`src/rtl/v3dl_pkg.sv`:
```
`default_nettype none
// ----------------------------------------------------------------------------
// v3dl_pkg
// Shared types and constants for the vector dot product and length block.
// ----------------------------------------------------------------------------
package v3dl_pkg;

  localparam int unsigned DotWidth  = 64;
  localparam int unsigned WordWidth = 32;
  localparam int unsigned KWidth    = 5;
  localparam int unsigned RootWidth = 16;

  // Square root pipeline: sixteen restoring iterations, a few per stage.
  localparam int unsigned SqrtIters        = 16;
  localparam int unsigned SqrtIterPerStage = 2;
  localparam int unsigned SqrtStages       = SqrtIters / SqrtIterPerStage;

  // Bias in k = (Bias - count) >> 1.
  localparam logic [5:0] SignRunBias = 6'h23;

  // Data that rides along the square root pipeline beside the radicand.
  typedef struct packed {
    logic [DotWidth-1:0] dot;
    logic [KWidth-1:0]   k;
  } side_t;

endpackage
`default_nettype wire

```
`src/rtl/v3dl_sqrt_pipe.sv`:
```
`default_nettype none
// ----------------------------------------------------------------------------
// v3dl_sqrt_pipe
// Pipelined floor square root of a 32-bit unsigned value, with side data.
// ----------------------------------------------------------------------------
module v3dl_sqrt_pipe (
  input  logic                     clk_i,
  input  logic                     rst_ni,
  input  logic                     in_valid_i,
  output logic                     in_ready_o,
  input  logic [31:0]              in_radicand_i,
  input  v3dl_pkg::side_t          in_side_i,
  output logic                     out_valid_o,
  input  logic                     out_ready_i,
  output logic [15:0]              out_root_o,
  output v3dl_pkg::side_t          out_side_o
);
  import v3dl_pkg::*;

  typedef struct packed {
    logic [WordWidth-1:0] rem;
    logic [WordWidth-1:0] root;
  } sq_t;

  // One restoring step; j selects the trial bit 4^(15-j).
  function automatic sq_t sq_step(input sq_t s, input logic [3:0] j);
    logic [WordWidth-1:0] bit_w;
    logic [WordWidth-1:0] trial;
    sq_t                  r;
    bit_w = 32'h4000_0000 >> {j, 1'b0};
    trial = s.root + bit_w;
    if (s.rem >= trial) begin
      r.rem  = s.rem - trial;
      r.root = (s.root >> 1) + bit_w;
    end else begin
      r.rem  = s.rem;
      r.root = s.root >> 1;
    end
    return r;
  endfunction

  logic  en     [SqrtStages+1];
  logic  v_q    [SqrtStages];
  sq_t   st_q   [SqrtStages];
  side_t side_q [SqrtStages];

  assign en[SqrtStages] = out_ready_i;

  for (genvar s = 0; s < SqrtStages; s++) begin : g_stage
    sq_t   st_in;
    sq_t   st_d;
    logic  v_in;
    side_t side_in;

    if (s == 0) begin : g_first
      assign st_in   = '{rem: in_radicand_i, root: '0};
      assign v_in    = in_valid_i;
      assign side_in = in_side_i;
    end else begin : g_next
      assign st_in   = st_q[s-1];
      assign v_in    = v_q[s-1];
      assign side_in = side_q[s-1];
    end

    always_comb begin
      st_d = st_in;
      for (int t = 0; t < SqrtIterPerStage; t++) begin
        st_d = sq_step(st_d, 4'(s * SqrtIterPerStage + t));
      end
    end

    // A stage takes new data when empty or when its successor moves.
    assign en[s] = !v_q[s] || en[s+1];

    always_ff @(posedge clk_i or negedge rst_ni) begin
      if (!rst_ni) begin
        v_q[s] <= 1'b0;
      end else if (en[s]) begin
        v_q[s] <= v_in;
      end
    end

    always_ff @(posedge clk_i) begin
      if (en[s] && v_in) begin
        st_q[s]   <= st_d;
        side_q[s] <= side_in;
      end
    end
  end

  assign in_ready_o  = en[0];
  assign out_valid_o = v_q[SqrtStages-1];
  assign out_root_o  = st_q[SqrtStages-1].root[RootWidth-1:0];
  assign out_side_o  = side_q[SqrtStages-1];

endmodule
`default_nettype wire

```
`config.mk`:
```
export PLATFORM = sky130hd
export DESIGN_NAME = v3dl_sqrt_pipe
export DESIGN_NICKNAME = d
export VERILOG_FILES = /design/src/rtl/v3dl_pkg.sv /design/src/rtl/v3dl_sqrt_pipe.sv
export SDC_FILE = /design/constraint.sdc
export NUM_CORES = 1
export LEC_CHECK = 0
export BUFFER_PORTS_ARGS = -buffer_cell sky130_fd_sc_hd__buf_2
export CORE_MARGIN = 5
export CORE_UTILIZATION = 55
export CTS_CLUSTER_SIZE = 20
export DETAILED_ROUTE_END_ITERATION = 8
export GPL_ROUTABILITY_DRIVEN = 0
export PLACE_DENSITY = 0.73
export RECOVER_POWER = 100
export SLEW_MARGIN = 40
export SYNTH_ARGS = -nofsm -noshare
export SYNTH_HDL_FRONTEND = slang
export SYNTH_SLANG_ARGS = --single-unit
```
`constraint.sdc`:
```
create_clock -name clk_i -period 10.1 [get_ports clk_i]
set_clock_uncertainty 0.1 [all_clocks]
set_input_delay 1.01 -clock clk_i [delete_from_list [all_inputs] [get_ports clk_i]]
set_output_delay 1.01 -clock clk_i [all_outputs]
set_load 0.01 [all_outputs]
```
==> run_results.csv <==
group,metric,value,unit
status,status,"finished, violations left",
status,violations,"max-capacitance violations, max-slew violations",
grt,grt_max_degree,86,
yosys,syn_area,36510,µm²
die,pin_count,192,
yosys,synth_nets,2778,
clocking,cts-root-buf,"clkbuf_16",
critical_path,worstSetupPathType,"flip-flop to flip-flop",
routing,route.detailed.drc,0,
sta,slew_viol_final,874,
placement,numPortBuffers,191,
grt,grt_pass1_wl,116.3,mm
critical_path,cp_data_required_time,10.36,ns
yosys,ys.flop_type,"edfxtp_1",
yosys,yosys-top-cells-count,"848 x edfxtp_1, 186 x nor2_1, 157 x ha_1",
final_layout,layout.nets,3035,
clocking,clock-sinks,856,
sta,rsz0062_at_grt,"no",
final_layout,fillCellCount,4708,
yosys,synth_area_leaders,"edfxtp_1 70%, ha_1 5.4%, xnor2_1 2.4%",
routing,dr.pass1.iters,5,
clocking,ctsResizeCount,0,
routing,wirelength,72.63,mm
power,power.density,293.3,nW/µm²
die,rows,94,
yosys,synth-edff-count,848,
clocking,cts_setup_buffers,0,
placement,place_inst,3552,
yosys,ys_ff_latch,856,
critical_path,crit_start,"st_q[1][81]$_DFFE_PP_",
yosys,synth_cells,2516,
final_layout,area_growth,11.95,%
job,max_cap_viol_count,17,
clocking,cts_hold_buf,0,
yosys,synth_top_area_share,0.6975,
sta,tns,0,ns
clocking,insertion_delay,0.63,ns
yosys,yosys.area.top_type,"edfxtp_1",
yosys,ys_async_sr_fraction,0.009346,
placement,hpwl,49.87,mm
final_layout,instances_no_fill,3700,
final_layout,drive_gt1_frac,0.07513,
critical_path,start_kind,"flip-flop",
sta,finalCriticalPeriod,7.684,ns
yosys,yosysMostFrequentCell,"edfxtp_1",
critical_path,r2r-start,"st_q[1][81]$_DFFE_PP_",
routing,wl_per_cell,19.63,µm
grt,first_global_vias,21700,
sta,finalHoldViolations,0,
sta,fin_hold_ws,0.1805,ns
power,ir_drop,0.0001706,V
grt,grt_use_total,0.2041,
yosys,avgSynthCellArea,14.51,µm²
clocking,cts_tree,"done",
final_layout,regArea,25660,µm²
grt,antenna_found_initial,1,
critical_path,crit_fanout,27,
grt,grt-ovfl-total,0,
power,power.total,11.99,mW
critical_path,arrival,7.95,ns
die,core_area,65750,µm²
sta,slew_headroom,-2.155,
routing,via_per_inst,5.742,
routing,ant_nets,0,
yosys,yosys_warnings,0,
sta,worst_slew_pin_slew,4.733,ns
routing,drt-initial-drc-count,1551,
sta,fmax,0.1301,GHz
die,dieArea,71630,µm²
die,start_util,0.5553,
min_path,worstHoldPathType,"input port to asynchronous set/reset pin",
power,p_leak,14.93,nW
die,die_h,267.6,µm
die,die_w,267.6,µm
yosys,yosysSeqAreaShare,0.7030,
clocking,cts_buffers,83,
clocking,htreeDepth,3,
final_layout,multiInputGateArea,10120,µm²
clocking,clkTransAtPathRegs,0.06,ns
yosys,yosysUniqueCellTypes,92,
critical_path,end_kind,"flip-flop",
routing,num_vias,21250,
sta,period_share,0.7608,
sta,setup_violations,0,
clocking,cts_buffer_depth,3,
[cells by family after synthesis]
logic type	after synthesis	synth area share
compound gates	452	0.08030
simple gates	692	0.09717
buf+inv	168	0.01847
xor+xnor	165	0.03959
flops	856	0.7030
fa+ha+maj	157	0.05381
mux	26	0.007643
[routing by layer]
metal | GRT usage | up-vias | wire length (µm)
met5 | 0 | - | 0
met4 | 0.06597 | 0 | 2527
met3 | 0.03114 | 186 | 4210
met2 | 0.3676 | 818 | 37680
met1 | 0.2552 | 10180 | 28210
li1 | - | 10060 | -
[path summary, 6_finish.rpt]
path                                          endpoint  depth (start not counted)  slack [ns]
max                             st_q[1][168]$_DFFE_PP_                         22        2.42
min                        g_stage[5].v_in$_DFFE_PN0P_                          1        0.18
max reg2reg                     st_q[1][168]$_DFFE_PP_                         22        2.42
min reg2reg                    side_q[1][18]$_DFFE_PP_                          0        0.30
max in group asynchronous      out_valid_o$_DFFE_PN0P_                          1        9.42
min in group clk_i             side_q[1][18]$_DFFE_PP_                          0        0.30
[cells in the final DEF (no fill, tap or decap), types with 7 or more instances in the layout]
| master | instances |
|---|---|
| buf_2 | 60 |
| inv_1 | 132 |
| a21o_1 | 37 |
| ha_1 | 157 |
| clkinv_2 | 10 |
| nand3b_1 | 10 |
| a211o_1 | 7 |
| clkbuf_1 | 158 |
| and2_1 | 14 |
| mux2_2 | 10 |
| clkbuf_16 | 83 |
| nand3_1 | 48 |
| nor2b_1 | 27 |
| mux2i_1 | 14 |
| nand2b_1 | 35 |
| a211oi_1 | 19 |
| a21oi_1 | 140 |
| or4_1 | 19 |
| or3_1 | 22 |
| clkinv_1 | 21 |
| nand4_1 | 28 |
| or2_2 | 13 |
| o21bai_1 | 15 |
| xnor2_1 | 99 |
| xor2_1 | 66 |
| nor2_1 | 187 |
| nor3_1 | 55 |
| o31ai_1 | 16 |
| o21ai_0 | 89 |
| nand2_1 | 140 |
| o21a_1 | 27 |
| and2_0 | 7 |
| dfrtp_1 | 8 |
| nor4_1 | 49 |
| o211ai_1 | 14 |
| and3_1 | 10 |
| edfxtp_1 | 848 |
| a31oi_1 | 13 |
[cell type report]
| cell class | instances | share of cell area |
|---|---|---|
| Antenna cell | 1 | 0.00006123 |
| Timing Repair Buffer | 206 | 0.02085 |
| Tap cell | 864 | 0.02645 |
| Multi-Input combinational cell | 1492 | 0.2477 |
| Clock inverter | 51 | 0.01267 |
| Sequential cell | 856 | 0.6280 |
| Inverter | 134 | 0.01234 |
| Clock buffer | 96 | 0.05201 |
[power by group]
group | leakage, nW | internal [mW] | switching, mW
clock network | 1.27 | 1.68 | 1.30
logic | 5.41 | 1.34 | 2.16
registers | 8.25 | 5.10 | 0.406
total | 14.9 | 8.13 | 3.86
[stage by stage]
| step | instance area [µm²] | setup WS (ns) | utilization |
|---|---|---|---|
| final | 40870 | 2.416 | 0.6216 |
| after global routing | 40870 | 1.935 | 0.6216 |
| after CTS | 41200 | 3.737 | 0.6267 |
| after detailed placement | 38560 | 3.800 | 0.5864 |
| after global placement | 38540 | 3.933 | 0.5862 |
| after floorplan | 36510 | 2.603 | - |
[flip-flops by register name, summed over array words and instances (netlist names)]
name / count
st_q: 296
g_stage.v_in: 7
side_q: 552
out_valid_o: 1
[worst max-delay path, stage by stage (launching register included)]
cell and delay, ns:
edfxtp_1 0.44, inv_1 0.10, ha_1 0.38, a21oi_1 0.19, o21ai_0 0.19, or4_1 0.61
nor2_1 0.22, nand2_1 0.43, inv_1 0.63, nor2_1 0.10, nor2_1 0.18, ha_1 0.33
a21o_1 0.20, a21o_1 0.18, a21oi_1 0.16, o211ai_1 0.10, a21oi_1 0.19, o31ai_1 0.19
o211a_1 0.27, nor3_1 0.29, and3_1 0.84, clkinvlp_2 0.65, mux2_1 0.46
No activity file was read; power rests on OpenSTA's default activity.
